--- src/slbc_pkg.sv ---
package slbc_pkg;

  // status conditions, in the order of the result field code
  typedef enum logic [2:0] {
    COND_NET_DOWN    = 3'd0,
    COND_WAITING     = 3'd1,
    COND_LINKED      = 3'd2,
    COND_STANDALONE  = 3'd3,
    COND_SERVER_DOWN = 3'd4
  } cond_t;

  // brightness modes; the unused code acts as normal
  localparam logic [1:0] MODE_NORMAL = 2'd0;
  localparam logic [1:0] MODE_DIM    = 2'd1;
  localparam logic [1:0] MODE_OFF    = 2'd2;

  // register map, byte addresses
  localparam int         ADDR_W          = 4;
  localparam logic [3:0] ADDR_BRIGHTNESS = 4'd0;
  localparam logic [3:0] ADDR_STANDALONE = 4'd4;
  localparam logic [3:0] ADDR_ALIVE      = 4'd8;

  localparam logic [31:0] ALIVE_RESET = 32'd3000;

  // dimming is x*77/255, only ever applied to the fixed palette values
  localparam int DIM_NUM = 77;
  localparam int DIM_DEN = 255;
  localparam logic [7:0] DIM_255 = 8'(255 * DIM_NUM / DIM_DEN);
  localparam logic [7:0] DIM_200 = 8'(200 * DIM_NUM / DIM_DEN);
  localparam logic [7:0] DIM_120 = 8'(120 * DIM_NUM / DIM_DEN);

  localparam int PERIOD_W = 10;

  typedef struct packed {
    logic [7:0]          r;
    logic [7:0]          g;
    logic [7:0]          b;
    logic [7:0]          dr;
    logic [7:0]          dg;
    logic [7:0]          db;
    logic [PERIOD_W-1:0] period;
  } look_t;

  typedef struct packed {
    logic [31:0] time_ms;
    logic        network_up;
    logic        server_ok;
    logic [31:0] last_packet_ms;
  } in_item_t;

  typedef struct packed {
    logic [7:0] red;
    logic [7:0] green;
    logic [7:0] blue;
    cond_t      condition;
  } out_item_t;

  typedef struct packed {
    logic [1:0]  brightness_mode;
    logic        standalone_role;
    logic [31:0] alive_window_ms;
  } cfg_t;

  typedef struct packed {
    logic [31:0] last_flip_ms;
    logic        blink_phase;
  } blink_state_t;

  // colour, dimmed colour and blink period of each condition
  function automatic look_t look(input cond_t c);
    look_t l;
    case (c)
      COND_NET_DOWN:    l = '{8'd0, 8'd0, 8'd255, 8'd0, 8'd0, DIM_255, 10'd600};
      COND_WAITING:     l = '{8'd255, 8'd200, 8'd0, DIM_255, DIM_200, 8'd0, 10'd125};
      COND_LINKED:      l = '{8'd0, 8'd255, 8'd0, 8'd0, DIM_255, 8'd0, 10'd0};
      COND_STANDALONE:  l = '{8'd0, 8'd120, 8'd0, 8'd0, DIM_120, 8'd0, 10'd0};
      COND_SERVER_DOWN: l = '{8'd255, 8'd0, 8'd255, DIM_255, 8'd0, DIM_255, 10'd400};
      default:          l = '0;
    endcase
    return l;
  endfunction

endpackage

--- src/slbc_ifs.sv ---
// input channel: one update tick per transaction
interface slbc_in_if (input logic clk);
  logic        valid;
  logic        ready;
  logic [31:0] time_ms;
  logic        network_up;
  logic        server_ok;
  logic [31:0] last_packet_ms;

  modport source (output valid, time_ms, network_up, server_ok, last_packet_ms,
                  input ready);
  modport sink (input valid, time_ms, network_up, server_ok, last_packet_ms,
                output ready);
endinterface

// result channel: one pixel colour and condition per transaction
interface slbc_out_if (input logic clk);
  logic       valid;
  logic       ready;
  logic [7:0] red;
  logic [7:0] green;
  logic [7:0] blue;
  logic [2:0] condition;

  modport source (output valid, red, green, blue, condition, input ready);
  modport sink (input valid, red, green, blue, condition, output ready);
endinterface

--- src/slbc_decide.sv ---
module slbc_decide (
  input  slbc_pkg::in_item_t     item,
  input  slbc_pkg::cfg_t         cfg,
  input  slbc_pkg::blink_state_t st,
  output slbc_pkg::out_item_t    res,
  output slbc_pkg::blink_state_t st_nxt
);

  slbc_pkg::cond_t cond;
  slbc_pkg::look_t lk;
  logic [31:0]     pkt_age;
  logic [31:0]     flip_age;
  logic            alive;
  logic            blinking;
  logic            show;
  logic [7:0]      r_sel;
  logic [7:0]      g_sel;
  logic [7:0]      b_sel;

  // link alive test with wrapping age
  assign pkt_age = item.time_ms - item.last_packet_ms;
  assign alive   = (item.last_packet_ms != 32'd0) && (pkt_age < cfg.alive_window_ms);

  // condition priority
  always_comb begin
    if (!item.network_up) begin
      cond = slbc_pkg::COND_NET_DOWN;
    end else if (!item.server_ok) begin
      cond = slbc_pkg::COND_SERVER_DOWN;
    end else if (cfg.standalone_role) begin
      cond = slbc_pkg::COND_STANDALONE;
    end else if (alive) begin
      cond = slbc_pkg::COND_LINKED;
    end else begin
      cond = slbc_pkg::COND_WAITING;
    end
  end

  assign lk       = slbc_pkg::look(cond);
  assign blinking = (lk.period != '0);
  assign flip_age = item.time_ms - st.last_flip_ms;

  // blink timer
  always_comb begin
    st_nxt = st;
    if (blinking && (flip_age >= {{(32 - slbc_pkg::PERIOD_W){1'b0}}, lk.period})) begin
      st_nxt.last_flip_ms = item.time_ms;
      st_nxt.blink_phase  = ~st.blink_phase;
    end
  end

  assign show = !blinking || st_nxt.blink_phase;

  // brightness selection
  always_comb begin
    case (cfg.brightness_mode)
      slbc_pkg::MODE_DIM: begin
        r_sel = lk.dr;
        g_sel = lk.dg;
        b_sel = lk.db;
      end
      slbc_pkg::MODE_OFF: begin
        r_sel = 8'd0;
        g_sel = 8'd0;
        b_sel = 8'd0;
      end
      default: begin
        r_sel = lk.r;
        g_sel = lk.g;
        b_sel = lk.b;
      end
    endcase
  end

  assign res.red       = show ? r_sel : 8'd0;
  assign res.green     = show ? g_sel : 8'd0;
  assign res.blue      = show ? b_sel : 8'd0;
  assign res.condition = cond;

endmodule

--- src/status_led_blink_controller_unit.sv ---
// Status pixel blink controller.
// in_s carries one update tick per transaction (time, network and server
// flags, time of the last scanner packet); out_m returns one transaction per
// tick with the pixel colour and the chosen condition, in order.
// The APB port (psel/penable/pwrite/paddr/pwdata/prdata/pready) holds
// brightness_mode at 0x0, standalone_role at 0x4 and alive_window_ms at 0x8;
// pready is always high and writes land at the access cycle. Write registers
// only while no tick is in flight.
// An accepted tick is offered on out_m once it has reached the output register.
// Throughput: one tick per cycle while out_m does not stall. The tick sits in
// an input register, the condition, blink timer and colour are worked out in
// one combinational pass, and the result is held in an output register.
// When out_m stalls the output register holds its result, the input register
// still takes one more tick, and in_s.ready drops only when both are full.
// Reset (rst_n low, synchronous) empties both registers, clears the blink
// timer to time 0 in the light-off phase and loads the register defaults.
module status_led_blink_controller_unit (
  input  logic                          clk,
  input  logic                          rst_n,
  slbc_in_if.sink                       in_s,
  slbc_out_if.source                    out_m,
  input  logic                          psel,
  input  logic                          penable,
  input  logic                          pwrite,
  input  logic [slbc_pkg::ADDR_W-1:0]   paddr,
  input  logic [31:0]                   pwdata,
  output logic [31:0]                   prdata,
  output logic                          pready
);

  slbc_pkg::cfg_t         cfg_r;
  slbc_pkg::blink_state_t st_r;
  slbc_pkg::blink_state_t st_nxt;
  slbc_pkg::in_item_t     s1_item_r;
  slbc_pkg::out_item_t    out_item_r;
  slbc_pkg::out_item_t    res;
  logic                   s1_valid_r;
  logic                   out_valid_r;
  logic                   advance;
  logic                   in_ready;
  logic                   cfg_wr;

  // configuration registers
  assign pready = 1'b1;
  assign cfg_wr = psel && penable && pwrite;

  always_ff @(posedge clk) begin
    if (!rst_n) begin
      cfg_r.brightness_mode <= slbc_pkg::MODE_NORMAL;
      cfg_r.standalone_role <= 1'b0;
      cfg_r.alive_window_ms <= slbc_pkg::ALIVE_RESET;
    end else if (cfg_wr) begin
      case (paddr)
        slbc_pkg::ADDR_BRIGHTNESS: cfg_r.brightness_mode <= pwdata[1:0];
        slbc_pkg::ADDR_STANDALONE: cfg_r.standalone_role <= pwdata[0];
        slbc_pkg::ADDR_ALIVE:      cfg_r.alive_window_ms <= pwdata;
        default: ;
      endcase
    end
  end

  // register readback
  always_comb begin
    case (paddr)
      slbc_pkg::ADDR_BRIGHTNESS: prdata = {30'd0, cfg_r.brightness_mode};
      slbc_pkg::ADDR_STANDALONE: prdata = {31'd0, cfg_r.standalone_role};
      slbc_pkg::ADDR_ALIVE:      prdata = cfg_r.alive_window_ms;
      default:                   prdata = 32'd0;
    endcase
  end

  // handshake control
  assign advance       = s1_valid_r && (!out_valid_r || out_m.ready);
  assign in_ready      = !s1_valid_r || advance;
  assign in_s.ready    = in_ready;

  // input register
  always_ff @(posedge clk) begin
    if (!rst_n) begin
      s1_valid_r <= 1'b0;
    end else if (in_ready) begin
      s1_valid_r <= in_s.valid;
    end
  end

  always_ff @(posedge clk) begin
    if (in_s.valid && in_ready) begin
      s1_item_r.time_ms        <= in_s.time_ms;
      s1_item_r.network_up     <= in_s.network_up;
      s1_item_r.server_ok      <= in_s.server_ok;
      s1_item_r.last_packet_ms <= in_s.last_packet_ms;
    end
  end

  // condition, blink and colour
  slbc_decide u_decide (
    .item   (s1_item_r),
    .cfg    (cfg_r),
    .st     (st_r),
    .res    (res),
    .st_nxt (st_nxt)
  );

  // blink state, updated once per tick
  always_ff @(posedge clk) begin
    if (!rst_n) begin
      st_r <= '0;
    end else if (advance) begin
      st_r <= st_nxt;
    end
  end

  // output register
  always_ff @(posedge clk) begin
    if (!rst_n) begin
      out_valid_r <= 1'b0;
    end else if (advance) begin
      out_valid_r <= 1'b1;
    end else if (out_m.ready) begin
      out_valid_r <= 1'b0;
    end
  end

  always_ff @(posedge clk) begin
    if (advance) begin
      out_item_r <= res;
    end
  end

  assign out_m.valid     = out_valid_r;
  assign out_m.red       = out_item_r.red;
  assign out_m.green     = out_item_r.green;
  assign out_m.blue      = out_item_r.blue;
  assign out_m.condition = out_item_r.condition;

  // a phase flip always restarts the timer at a new time
  a_flip_moves_timer: assert property (@(posedge clk) disable iff (!rst_n)
    (st_r.blink_phase != $past(st_r.blink_phase)) |->
    (st_r.last_flip_ms != $past(st_r.last_flip_ms)))
    else $error("blink phase flipped without timer restart");

  // blink state only moves when a tick is processed
  a_state_hold: assert property (@(posedge clk) disable iff (!rst_n)
    !advance |=> (st_r == $past(st_r)))
    else $error("blink state changed without a tick");

  // a processed tick always lands in the output register
  a_advance_fills_out: assert property (@(posedge clk) disable iff (!rst_n)
    advance |=> out_valid_r)
    else $error("processed tick lost");

endmodule

--- src/flat_wrapper.sv ---
// flat-port wrapper written by rule: the top's interface ports become plain ports
module status_led_blink_controller_unit_flat 
  (clk, rst_n, psel, penable, pwrite, paddr, pwdata, prdata, pready, in_s_valid, in_s_time_ms, in_s_network_up, in_s_server_ok, in_s_last_packet_ms, in_s_ready, out_m_valid, out_m_red, out_m_green, out_m_blue, out_m_condition, out_m_ready);
  slbc_in_if in_s_i (.clk(clk));
  slbc_out_if out_m_i (.clk(clk));
  input  logic clk;
  input  logic rst_n;
  input  logic psel;
  input  logic penable;
  input  logic pwrite;
  input  logic [slbc_pkg::ADDR_W-1:0] paddr;
  input  logic [31:0] pwdata;
  output logic [31:0] prdata;
  output logic pready;
  input wire logic [$bits(in_s_i.valid)-1:0] in_s_valid;
  input wire logic [$bits(in_s_i.time_ms)-1:0] in_s_time_ms;
  input wire logic [$bits(in_s_i.network_up)-1:0] in_s_network_up;
  input wire logic [$bits(in_s_i.server_ok)-1:0] in_s_server_ok;
  input wire logic [$bits(in_s_i.last_packet_ms)-1:0] in_s_last_packet_ms;
  output wire logic [$bits(in_s_i.ready)-1:0] in_s_ready;
  output wire logic [$bits(out_m_i.valid)-1:0] out_m_valid;
  output wire logic [$bits(out_m_i.red)-1:0] out_m_red;
  output wire logic [$bits(out_m_i.green)-1:0] out_m_green;
  output wire logic [$bits(out_m_i.blue)-1:0] out_m_blue;
  output wire logic [$bits(out_m_i.condition)-1:0] out_m_condition;
  input wire logic [$bits(out_m_i.ready)-1:0] out_m_ready;
  assign in_s_i.valid = in_s_valid;
  assign in_s_i.time_ms = in_s_time_ms;
  assign in_s_i.network_up = in_s_network_up;
  assign in_s_i.server_ok = in_s_server_ok;
  assign in_s_i.last_packet_ms = in_s_last_packet_ms;
  assign in_s_ready = in_s_i.ready;
  assign out_m_valid = out_m_i.valid;
  assign out_m_red = out_m_i.red;
  assign out_m_green = out_m_i.green;
  assign out_m_blue = out_m_i.blue;
  assign out_m_condition = out_m_i.condition;
  assign out_m_i.ready = out_m_ready;
  status_led_blink_controller_unit u_core (.clk(clk), .rst_n(rst_n), .in_s(in_s_i), .out_m(out_m_i), .psel(psel), .penable(penable), .pwrite(pwrite), .paddr(paddr), .pwdata(pwdata), .prdata(prdata), .pready(pready));
endmodule
--- config.mk ---
export PLATFORM = sky130hd
export DESIGN_NAME = status_led_blink_controller_unit_flat
export DESIGN_NICKNAME = d
export VERILOG_FILES = /design/src/slbc_pkg.sv /design/src/slbc_ifs.sv /design/src/slbc_decide.sv /design/src/status_led_blink_controller_unit.sv /design/src/flat_wrapper.sv
export SDC_FILE = /design/constraint.sdc
export NUM_CORES = 1
export LEC_CHECK = 0
export ABC_AREA = 1
export ABC_CLOCK_PERIOD_IN_PS = 6650
export BUFFER_PORTS_ARGS = -buffer_cell sky130_fd_sc_hd__clkbuf_2
export CAP_MARGIN = 40
export CORE_ASPECT_RATIO = 0.9
export CORE_MARGIN = 1
export CORE_UTILIZATION = 40
export CTS_CLUSTER_SIZE = 12
export DETAILED_ROUTE_END_ITERATION = 8
export GPL_ROUTABILITY_DRIVEN = 0
export HOLD_SLACK_MARGIN = 0.1
export PLACE_DENSITY_LB_ADDON = 0.15
export SYNTH_ARGS = -nofsm -noshare
export SYNTH_HDL_FRONTEND = slang
export SYNTH_SLANG_ARGS = --single-unit
--- constraint.sdc ---
create_clock -name clk -period 6.65 [get_ports clk]
set_input_delay 0.665 -clock clk [delete_from_list [all_inputs] [get_ports clk]]
set_output_delay 0.665 -clock clk [all_outputs]
set_load 0.05 [all_outputs]
==> insert_results.sql, run 1 <==
INSERT INTO impl_metrics (metric_group, metric, value, unit) VALUES
('run_status', 'status', 'completed', ''),
('cts', 'holdBufCountCts', '0', ''),
('yosys', 'post-synth-top-area-cell', 'sky130_fd_sc_hd__edfxtp_1', ''),
('setup_path', 'timing_worst_setup_path_type', 'flip-flop to flip-flop', ''),
('layout', 'synthToLayoutAreaGrowth', '16.9', '%'),
('yosys', 'synth_sequential_area_ratio', '35.4', '%'),
('setup_path', 'worstSetupEndpointType', 'flip-flop', ''),
('placement', 'post-place-ws', '198', 'ps'),
('yosys', 'synth.area.top_cells', 'sky130_fd_sc_hd__edfxtp_1 (22%), sky130_fd_sc_hd__dfxtp_1 (13%), sky130_fd_sc_hd__ha_1 (12%), sky130_fd_sc_hd__nand2_1 (12%), sky130_fd_sc_hd__inv_1 (8.8%)', ''),
('layout', 'finalNonFillerCells', '2008', ''),
('sta', 'final.setup.tns', '0', 'ps'),
('grt', 'first_pass_grt_wire_length', '43.9', 'mm'),
('grt', 'grt_use_total', '20.3', '%'),
('route', 'drt-vias-per-instance', '4.84', ''),
('yosys', 'ys_async_sr_fraction', '0', '%'),
('sta', 'report.final.setup_viol', '0', ''),
('yosys', 'post_synth_and_or_nand_nor_area_fraction', '25.6', '%'),
('setup_path', 'worstPathMaxFanout', '8', ''),
('route', 'routedWlPerCell', '13.9', 'um'),
('yosys', 'synth.lib_cells_used.distinct', '43', ''),
('floorplan', 'core_region_area', '26300', 'um2'),
('sta', 'tightestPinTransition', '696', 'ps'),
('route', 'detail_route.wirelength', '28.0', 'mm'),
('floorplan', 'die_area', '27700', 'um2'),
('flow_run', 'count_of_maximum_capacitance_violations', '0', ''),
('floorplan', 'die_h', '158', 'um'),
('yosys', 'synth_top_family_by_area', 'simple AND/OR/NAND/NOR gates', ''),
('grt', 'antenna_found_initial', '0', ''),
('route', 'vias_post_dr', '9712', ''),
('cts', 'cts.clk_slew.worst_paths', '70', 'ps'),
('layout', 'fin_nets', '1862', ''),
('route', 'route.antenna.remaining_nets', '0', ''),
('cts', 'buffers_from_clock_root_to_sink_at_most', '2', ''),
('floorplan', 'boundaryPins', '171', ''),
('grt', 'maximum_number_of_pins_on_one_net_before_global_route_repair', '70', ''),
('cts', 'tritoncts', 'yes', ''),
('pwr', 'ir_worst_vdd', '0.192', 'mV'),
('yosys', 'yosys-mux-area-fraction', '0', '%'),
('setup_path', 'timing.critical_path.from_type', 'flip-flop', ''),
('sta', 'rsz0062_at_grt', 'no', ''),
('yosys', 'syn_nets', '1706', ''),
('yosys', 'xor_xnor_portion_of_the_synthesized_cell_area', '3.32', '%'),
('route', 'first_iter_violations', '569', ''),
('grt', 'overflow', '0', ''),
('floorplan', 'die-width', '175', 'um'),
('floorplan', 'initial_core_utilization', '41.1', '%'),
('floorplan', 'std_cell_rows', '56', ''),
('sta', 'timing.max_slew.rel_slack', '53.6', '%'),
('yosys', 'synth_flop_cell', 'sky130_fd_sc_hd__edfxtp_1', ''),
('sta', 'fin_worst_skew', '10.4', 'ps'),
('sta', 'min_period', '5960', 'ps'),
('setup_path', 'data_arrival_time_at_the_worst_slack_endpoint', '6160', 'ps'),
('yosys', 'synthDominantCellAreaShare', '22.5', '%'),
('yosys', 'synth_cells', '1491', ''),
('cts', 'clock_latency', '440', 'ps'),
('yosys', 'syn_area_per_cell', '7.26', 'um2'),
('setup_path', 'worst_path_dominant_cell_family', 'simple AND/OR/NAND/NOR gates', ''),
('layout', 'fraction_of_layout_instances_using_a_drive_strength_above_1', '14.3', '%'),
('setup_path', 'path_common_cell', 'sky130_fd_sc_hd__nand2_1', ''),
('setup_path', 'critPathSlowestCell', 'sky130_fd_sc_hd__edfxtp_1', ''),
('setup_path', 'crit_buf_inv', '4', ''),
('pwr', 'p_leak', '6.25', 'nW'),
('sta', 'timing.final.crit_share', '89.6', '%'),
('yosys', 'postSynthRegisterBits', '151', ''),
('route', 'drt_pass1_iterations', '5', ''),
('setup_path', 'critical_path.max_stage_delay', '480', 'ps'),
('pwr', 'pwr_per_cell_area', '226', 'nW/um2'),
('placement', 'hpwl', '22.3', 'mm'),
('sta', 'final-max-slew-violation-count', '0', ''),
('yosys', 'synth-warning-count', '0', ''),
('cts', 'cts_sinks', '151', '');
synthesized netlist by cell type (3+ instances only):
library cell	count
sky130_fd_sc_hd__nor4_1	11
sky130_fd_sc_hd__nand3_1	61
sky130_fd_sc_hd__nor2_1	153
sky130_fd_sc_hd__buf_6	5
sky130_fd_sc_hd__a211oi_1	3
sky130_fd_sc_hd__nand2_1	346
sky130_fd_sc_hd__o21bai_1	4
sky130_fd_sc_hd__nor3_1	11
sky130_fd_sc_hd__xor2_1	30
sky130_fd_sc_hd__dfxtp_1	70
sky130_fd_sc_hd__buf_4	14
sky130_fd_sc_hd__buf_2	5
sky130_fd_sc_hd__inv_1	255
sky130_fd_sc_hd__o211ai_1	7
sky130_fd_sc_hd__nand3b_1	39
sky130_fd_sc_hd__clkbuf_1	18
sky130_fd_sc_hd__edfxtp_1	81
sky130_fd_sc_hd__a21oi_1	146
sky130_fd_sc_hd__nand4_1	10
sky130_fd_sc_hd__o21ai_0	70
sky130_fd_sc_hd__ha_1	104
sky130_fd_sc_hd__xnor2_1	11
sky130_fd_sc_hd__and2_1	4
sky130_fd_sc_hd__nor2_2	7
sky130_fd_sc_hd__buf_1	3
registers in the layout (all words and copies together) (netlist names):
| register | count |
|---|---|
| u_core.s1_item_r | 66 |
| u_core.out_m.condition | 3 |
| u_core.cfg_r | 35 |
| u_core.st_r | 33 |
| u_core.out_m.blue | 2 |
| u_core.s1_valid_r | 1 |
| u_core.out_m.red | 2 |
| u_core.out_m.green | 8 |
| u_core.out_m.valid | 1 |
repair_timing:
item                       in CTS  in global routing
setup buffers                   0                  1
gates resized for setup         0                 21
setup endpoints to repair       0                 43
metal layers:
metal | part of all wire, % | track usage (%) | up-vias
met2 | 44 | 33.2 | 231
met3 | 4.5 | 3.51 | 21
met4 | 1.0 | 4.22 | 0
met1 | 50 | 28.0 | 4318
met5 | 0 | 0 | -
li1 | - | - | 5142
metrics by stage:
step	utilization (%)	instance area (um2)	total power, W	hold slack, ps
4_1_cts	47.6	12500	0.00288	380
6_report	48.1	12700	0.00287	399
5_1_grt	48.1	12700	0.00306	372
3_3_place_gp	45.2	11900	0.00191	462
3_5_place_dp	45.4	12000	0.00193	468
2_1_floorplan	-	10800	0.00171	449
report_power, final:
part / switching [W] / internal, W / leakage, nW
Sequential: 0.0000355 / 0.00104 / 1.36
Combinational: 0.000537 / 0.000309 / 4.60
Clock: 0.000431 / 0.000517 / 0.286
Total: 0.00100 / 0.00186 / 6.25
final cells by class:
class,instances,area (um2)
clock buffer,19,454
clock inverter,13,124
fill,2697,13700
inverter,257,965
multi-input combinational,1038,5830
sequential,151,3830
tap,348,435
timing repair buffer,182,1010
worst paths after layout:
check	startpoint	to	slack, ps	cells after the start
max	u_core.s1_item_r[0]	u_core.out_m.green[2]	690	42
min	in_s_last_packet_ms[20]	u_core.s1_item_r[20]	400	1
max reg2reg	u_core.s1_item_r[0]	u_core.out_m.green[2]	690	42
min reg2reg	u_core.s1_valid_r	u_core.out_m.valid	480	2
kinds of logic after synthesis:
group,after synthesis
compound gates,243
xor+xnor,41
fa+ha+maj,106
buf+inv,302
flops,151
other cells,1
simple gates,647
layout by cell type, fill, tap and decap left out, types with 3 or more instances in the layout:
master,n
sky130_fd_sc_hd__a211oi_1,3
sky130_fd_sc_hd__a21oi_1,145
sky130_fd_sc_hd__and2_1,4
sky130_fd_sc_hd__buf_4,9
sky130_fd_sc_hd__clkbuf_16,19
sky130_fd_sc_hd__clkbuf_2,169
sky130_fd_sc_hd__clkinv_4,3
sky130_fd_sc_hd__dfxtp_1,70
sky130_fd_sc_hd__edfxtp_1,81
sky130_fd_sc_hd__ha_1,104
sky130_fd_sc_hd__inv_1,253
sky130_fd_sc_hd__inv_2,4
sky130_fd_sc_hd__inv_6,6
sky130_fd_sc_hd__nand2_1,343
sky130_fd_sc_hd__nand2_2,3
sky130_fd_sc_hd__nand3_1,59
sky130_fd_sc_hd__nand3_4,3
sky130_fd_sc_hd__nand3b_1,39
sky130_fd_sc_hd__nand4_1,10
sky130_fd_sc_hd__nor2_1,152
sky130_fd_sc_hd__nor2_2,7
sky130_fd_sc_hd__nor3_1,11
sky130_fd_sc_hd__nor4_1,10
sky130_fd_sc_hd__o211ai_1,7
sky130_fd_sc_hd__o21ai_0,69
sky130_fd_sc_hd__o21bai_1,4
sky130_fd_sc_hd__xnor2_1,11
sky130_fd_sc_hd__xor2_1,30
Note: power is estimated with default switching activity, not from simulation.
==> run 2, diff against run 1 <==
REMOVE_ABC_BUFFERS = 1   (was default)
==> insert_results.sql, run 2 (synthesis results as in run 1) <==
INSERT INTO impl_metrics (metric_group, metric, value, unit) VALUES
('setup_path', 'worstSetupEndpointType', 'flip-flop', ''),
('cts', 'ctsHtreeMaxLevel', '4', ''),
('layout', 'finalNonFillerCells', '2004', ''),
('layout', 'fraction_of_layout_instances_using_a_drive_strength_above_1', '14.0', '%'),
('layout', 'reg.largest.list', 'u_core.s1_item_r (66), u_core.cfg_r (35), u_core.st_r (33)', ''),
('sta', 'rsz0062_at_grt', 'no', ''),
('layout', 'registers.top_by_ff_count', 'u_core.s1_item_r', ''),
('setup_path', 'worst_path_dominant_cell_family', 'simple AND/OR/NAND/NOR gates', ''),
('floorplan', 'boundaryPins', '171', ''),
('route', 'vias_post_dr', '9744', ''),
('layout', 'fill_cell_count', '2720', ''),
('setup_path', 'worstPathMaxFanout', '65', ''),
('layout', 'multi_input_comb_area', '5810', 'um2'),
('layout', 'final_cell_mix', 'sky130_fd_sc_hd__nand2_1 (345), sky130_fd_sc_hd__inv_1 (254), sky130_fd_sc_hd__clkbuf_2 (169), sky130_fd_sc_hd__nor2_1 (152), sky130_fd_sc_hd__a21oi_1 (145)', ''),
('run_status', 'status', 'completed', ''),
('layout', 'num_antenna_cells', '0', ''),
('setup_path', 'data_arrival_time_at_the_worst_slack_endpoint', '6430', 'ps'),
('sta', 'tightestPinTransition', '776', 'ps'),
('setup_path', 'critPathSlowestCell', 'sky130_fd_sc_hd__edfxtp_1', ''),
('sta', 'final.setup.tns', '0', 'ps'),
('setup_path', 'timing.critical_path.from_type', 'flip-flop', ''),
('sta', 'final-max-slew-violation-count', '0', ''),
('cts', 'clock_latency', '440', 'ps'),
('grt', 'overflow', '0', ''),
('floorplan', 'die_h', '158', 'um'),
('layout', 'postLayoutCoreUtil', '47.9', '%'),
('setup_path', 'timing_worst_setup_path_type', 'flip-flop to flip-flop', ''),
('route', 'detail_route.wirelength', '28.3', 'mm'),
('sta', 'min_period', '6050', 'ps'),
('floorplan', 'die-width', '175', 'um'),
('floorplan', 'die_area', '27700', 'um2'),
('setup_path', 'critical_path.max_stage_delay', '470', 'ps'),
('layout', 'synthToLayoutAreaGrowth', '16.6', '%'),
('layout', 'fin_nets', '1858', ''),
('setup_path', 'path_common_cell', 'sky130_fd_sc_hd__nand2_1', ''),
('route', 'routedWlPerCell', '14.1', 'um'),
('cts', 'cts.clk_slew.worst_paths', '70', 'ps'),
('flow_run', 'count_of_maximum_capacitance_violations', '0', ''),
('pwr', 'p_leak', '6.23', 'nW'),
('sta', 'fin_worst_skew', '11.2', 'ps'),
('route', 'route.antenna.remaining_nets', '0', ''),
('layout', 'most_frequent_standard_cell_in_the_layout_excluding_fill_and_tap_cells', 'sky130_fd_sc_hd__nand2_1', ''),
('sta', 'finalHoldViolations', '0', ''),
('layout', 'final-seq-area', '3830', 'um2'),
('cts', 'cts_setup_buffers', '0', ''),
('setup_path', 'cp_data_required_time', '7030', 'ps'),
('layout', 'largest_register_ffs', '66', ''),
('sta', 'report.final.setup_viol', '0', ''),
('grt', 'first_pass_grt_wire_length', '45.4', 'mm'),
('placement', 'place_area', '11900', 'um2'),
('floorplan', 'core_region_area', '26300', 'um2'),
('min_path', 'worst_hold_path_type', 'input port to flip-flop', ''),
('pwr', 'pwr_per_cell_area', '234', 'nW/um2'),
('sta', 'timing.max_slew.rel_slack', '48.3', '%'),
('placement', 'hpwl', '22.4', 'mm'),
('placement', 'place_inst', '1972', ''),
('route', 'drt-vias-per-instance', '4.86', ''),
('cts', 'buffers_from_clock_root_to_sink_at_most', '2', ''),
('cts', 'numCtsBuffers', '17', ''),
('grt', 'number_of_global_route_vias_before_repair', '8985', ''),
('sta', 'timing.final.crit_share', '91.0', '%'),
('grt', 'maximum_number_of_pins_on_one_net_before_global_route_repair', '70', ''),
('grt', 'grt_use_total', '21.0', '%'),
('cts', 'cts.root.buffer_cell', 'sky130_fd_sc_hd__clkbuf_16', ''),
('setup_path', 'crit_buf_inv', '2', ''),
('layout', 'final_design_area_no_fill', '12600', 'um2'),
('route', 'first_iter_violations', '627', ''),
('floorplan', 'initial_core_utilization', '41.1', '%'),
('cts', 'cts_sinks', '151', ''),
('pwr', 'ir_worst_vdd', '0.194', 'mV'),
('sta', 'max_freq', '165', 'MHz'),
('floorplan', 'std_cell_rows', '56', ''),
('route', 'drc', '0', ''),
('route', 'drt_pass1_iterations', '5', ''),
('cts', 'tritoncts', 'yes', ''),
('placement', 'io_buffer_count', '169', ''),
('grt', 'antenna_found_initial', '0', '');
[run 2: what timing repair did]
item	CTS	global route
hold endpoints to repair	0	0
resized for setup	0	17
hold buffers	0	0
setup endpoints to repair	0	43
[run 2: per-stage QoR]
step	hold slack (ps)	worst slack, ps	total power [W]
2_1_floorplan	448	579	0.00169
3_3_place_gp	461	343	0.00191
3_5_place_dp	469	220	0.00192
4_1_cts	374	146	0.00297
5_1_grt	367	35.5	0.00313
6_report	392	601	0.00295
[run 2: where the power goes]
group	internal, W	total, W	switching [W]
Sequential	0.00104	0.00108	0.0000374
Clock	0.000599	0.00103	0.000436
Combinational	0.000304	0.000838	0.000535
[run 2: path summary, 6_finish.rpt]
path	startpoint	cells after the start	slack, ps	endpoint
worst max register to register	u_core.s1_item_r[36]	39	600	u_core.st_r[20]
worst min register to register	u_core.st_r[23]	2	480	u_core.st_r[23]
worst max-delay path	u_core.s1_item_r[36]	39	600	u_core.st_r[20]
worst min-delay path	in_s_time_ms[28]	1	390	u_core.s1_item_r[62]
[run 2: cell type report]
class	count	share of cell area [%]
Multi-Input combinational cell	1038	46.0
Clock inverter	12	1.04
Tap cell	348	3.45
Inverter	257	7.64
Sequential cell	151	30.4
Timing Repair Buffer	178	7.49
Clock buffer	20	3.96
[run 2: per-layer routing]
metal	vias up	GRT usage, %	wire, um
met5	-	0	0
li1	5140	-	-
met3	21	3.99	1660
met1	4335	29.2	14100
met4	0	4.39	229
met2	248	33.7	12300
==> run 3, diff against run 2 <==
PLACE_DENSITY_LB_ADDON = default   (was 0.15)
==> insert_results.sql, run 3 (synthesis results as in run 1) <==
INSERT INTO impl_metrics (metric_group, metric, value, unit) VALUES
('route', 'route.antenna.remaining_nets', '0', ''),
('setup_path', 'worstPathMaxFanout', '8', ''),
('setup_path', 'timing_worst_setup_path_type', 'flip-flop to flip-flop', ''),
('cts', 'cts_sinks', '151', ''),
('sta', 'final.setup.tns', '0', 'ps'),
('grt', 'antenna_found_initial', '0', ''),
('placement', 'io_buffer_count', '169', ''),
('route', 'detailroute.wirelength.met2', '11.7', 'mm'),
('setup_path', 'cp_data_required_time', '6840', 'ps'),
('route', 'routedWlPerCell', '13.5', 'um'),
('layout', 'fraction_of_layout_instances_using_a_drive_strength_above_1', '13.9', '%'),
('layout', 'multi_input_comb_area', '5780', 'um2'),
('grt', 'first_pass_grt_wire_length', '43.6', 'mm'),
('sta', 'report.final.setup_viol', '0', ''),
('run_status', 'status', 'completed', ''),
('route', 'highest_layer_used_for_signal_routing', 'met4', ''),
('route', 'drt-vias-per-instance', '4.81', ''),
('setup_path', 'worstSetupEndpointType', 'flip-flop', ''),
('sta', 'min_period', '6020', 'ps'),
('layout', 'reg.largest.list', 'u_core.s1_item_r (66), u_core.cfg_r (35), u_core.st_r (33)', ''),
('flow_run', 'count_of_maximum_capacitance_violations', '0', ''),
('floorplan', 'die-width', '175', 'um'),
('sta', 'timing.final.crit_share', '90.6', '%'),
('cts', 'buffers_from_clock_root_to_sink_at_most', '2', ''),
('sta', 'finalHoldViolations', '0', ''),
('layout', 'synthToLayoutAreaGrowth', '15.8', '%'),
('pwr', 'pwr_per_cell_area', '226', 'nW/um2'),
('sta', 'tightestPinTransition', '847', 'ps'),
('cts', 'ctsHtreeMaxLevel', '4', ''),
('route', 'detail_route.wirelength', '27.0', 'mm'),
('setup_path', 'path_common_cell', 'sky130_fd_sc_hd__nand2_1', ''),
('floorplan', 'die_area', '27700', 'um2'),
('placement', 'hpwl', '21.6', 'mm'),
('cts', 'numCtsBuffers', '17', ''),
('sta', 'timing.max_slew.rel_slack', '43.5', '%'),
('setup_path', 'critical_path.max_stage_delay', '510', 'ps'),
('cts', 'tritoncts', 'yes', ''),
('pwr', 'p_leak', '6.20', 'nW'),
('cts', 'holdBufCountCts', '0', ''),
('floorplan', 'core_region_area', '26300', 'um2'),
('sta', 'final.hold.worst_slack', '408', 'ps'),
('setup_path', 'critPathSlowestCell', 'sky130_fd_sc_hd__edfxtp_1', ''),
('grt', 'grt_use_total', '20.0', '%'),
('route', 'first_iter_violations', '508', ''),
('layout', 'fin_nets', '1860', ''),
('layout', 'num_antenna_cells', '0', ''),
('layout', 'final_cell_mix', 'sky130_fd_sc_hd__nand2_1 (346), sky130_fd_sc_hd__inv_1 (254), sky130_fd_sc_hd__clkbuf_2 (169), sky130_fd_sc_hd__nor2_1 (152), sky130_fd_sc_hd__a21oi_1 (146)', ''),
('setup_path', 'data_arrival_time_at_the_worst_slack_endpoint', '6210', 'ps'),
('route', 'drc', '0', ''),
('floorplan', 'std_cell_rows', '56', ''),
('layout', 'registers.top_by_ff_count', 'u_core.s1_item_r', ''),
('min_path', 'worst_hold_path_type', 'input port to flip-flop', ''),
('sta', 'final-max-slew-violation-count', '0', ''),
('layout', 'largest_register_ffs', '66', ''),
('floorplan', 'die_h', '158', 'um'),
('setup_path', 'timing.critical_path.from_type', 'flip-flop', ''),
('pwr', 'power.total', '0.00283', 'W'),
('grt', 'maximum_number_of_pins_on_one_net_before_global_route_repair', '70', ''),
('grt', 'number_of_global_route_vias_before_repair', '8732', ''),
('route', 'drt_pass1_iterations', '9', ''),
('floorplan', 'boundaryPins', '171', ''),
('route', 'met3_length', '1.50', 'mm'),
('floorplan', 'initial_core_utilization', '41.1', '%'),
('route', 'drt-met1-wl', '13.6', 'mm'),
('cts', 'cts_setup_buffers', '0', ''),
('sta', 'fin_worst_skew', '10.2', 'ps'),
('layout', 'most_frequent_standard_cell_in_the_layout_excluding_fill_and_tap_cells', 'sky130_fd_sc_hd__nand2_1', ''),
('route', 'vias_post_dr', '9651', ''),
('grt', 'overflow', '0', ''),
('sta', 'max_freq', '166', 'MHz'),
('layout', 'postLayoutCoreUtil', '47.6', '%'),
('cts', 'cts.root.buffer_cell', 'sky130_fd_sc_hd__clkbuf_16', ''),
('cts', 'cts.clk_slew.worst_paths', '60', 'ps'),
('pwr', 'ir_worst_vdd', '0.216', 'mV'),
('layout', 'final-seq-area', '3830', 'um2'),
('layout', 'fill_cell_count', '2691', ''),
('cts', 'clock_latency', '430', 'ps');
[run 3: worst paths after layout]
path	cells past startpoint	end	slack, ps	startpoint
setup / recovery	42	u_core.out_m.red[5]	630	u_core.s1_item_r[0]
hold / removal	1	u_core.s1_item_r[28]	410	in_s_last_packet_ms[28]
setup reg to reg	42	u_core.out_m.red[5]	630	u_core.s1_item_r[0]
hold reg to reg	2	u_core.st_r[27]	480	u_core.st_r[27]
[run 3: repair_timing]
action | in CTS | in global routing
hold endpoints to repair | 0 | 0
setup endpoints to repair | 0 | 42
resized for setup | 0 | 9
[run 3: area by class of cell]
cell class	instances	share of cell area (%)
clock inverters	13	0.868
inverters	257	7.70
multi-input cells	1038	46.1
flip-flops and latches	151	30.6
repair buffers	180	7.63
well taps	348	3.47
clock buffers	19	3.61
[run 3: critical path: cells and delay by family, from the launching register on]
kind	cells	cell delay [ps]
compound gates	5	870
xor+xnor	1	170
fa+ha+maj	4	1050
buf+inv	6	580
flops	1	510
simple gates	26	2620
[run 3: where the power goes]
| part | switching [W] | internal, W |
|---|---|---|
| clock network | 0.000416 | 0.000508 |
| registers | 0.0000353 | 0.00104 |
| logic | 0.000529 | 0.000303 |
| total | 0.000981 | 0.00185 |
[run 3: per-layer routing]
metal | track usage [%] | vias up
met1 | 28.1 | 4229
met3 | 3.67 | 13
met2 | 32.1 | 267
met5 | 0 | -
met4 | 3.77 | 0
li1 | - | 5142
[run 3: metrics by stage]
stage / instance area [um2] / setup WS (ps) / instances
2_1_floorplan: 10600 / 579 / 1446
3_5_place_dp: 11900 / 232 / 1974
6_report: 12500 / 627 / 2006
5_1_grt: 12500 / -1.36 / 2006
4_1_cts: 12500 / 218 / 2006
3_3_place_gp: 11900 / 428 / 1972
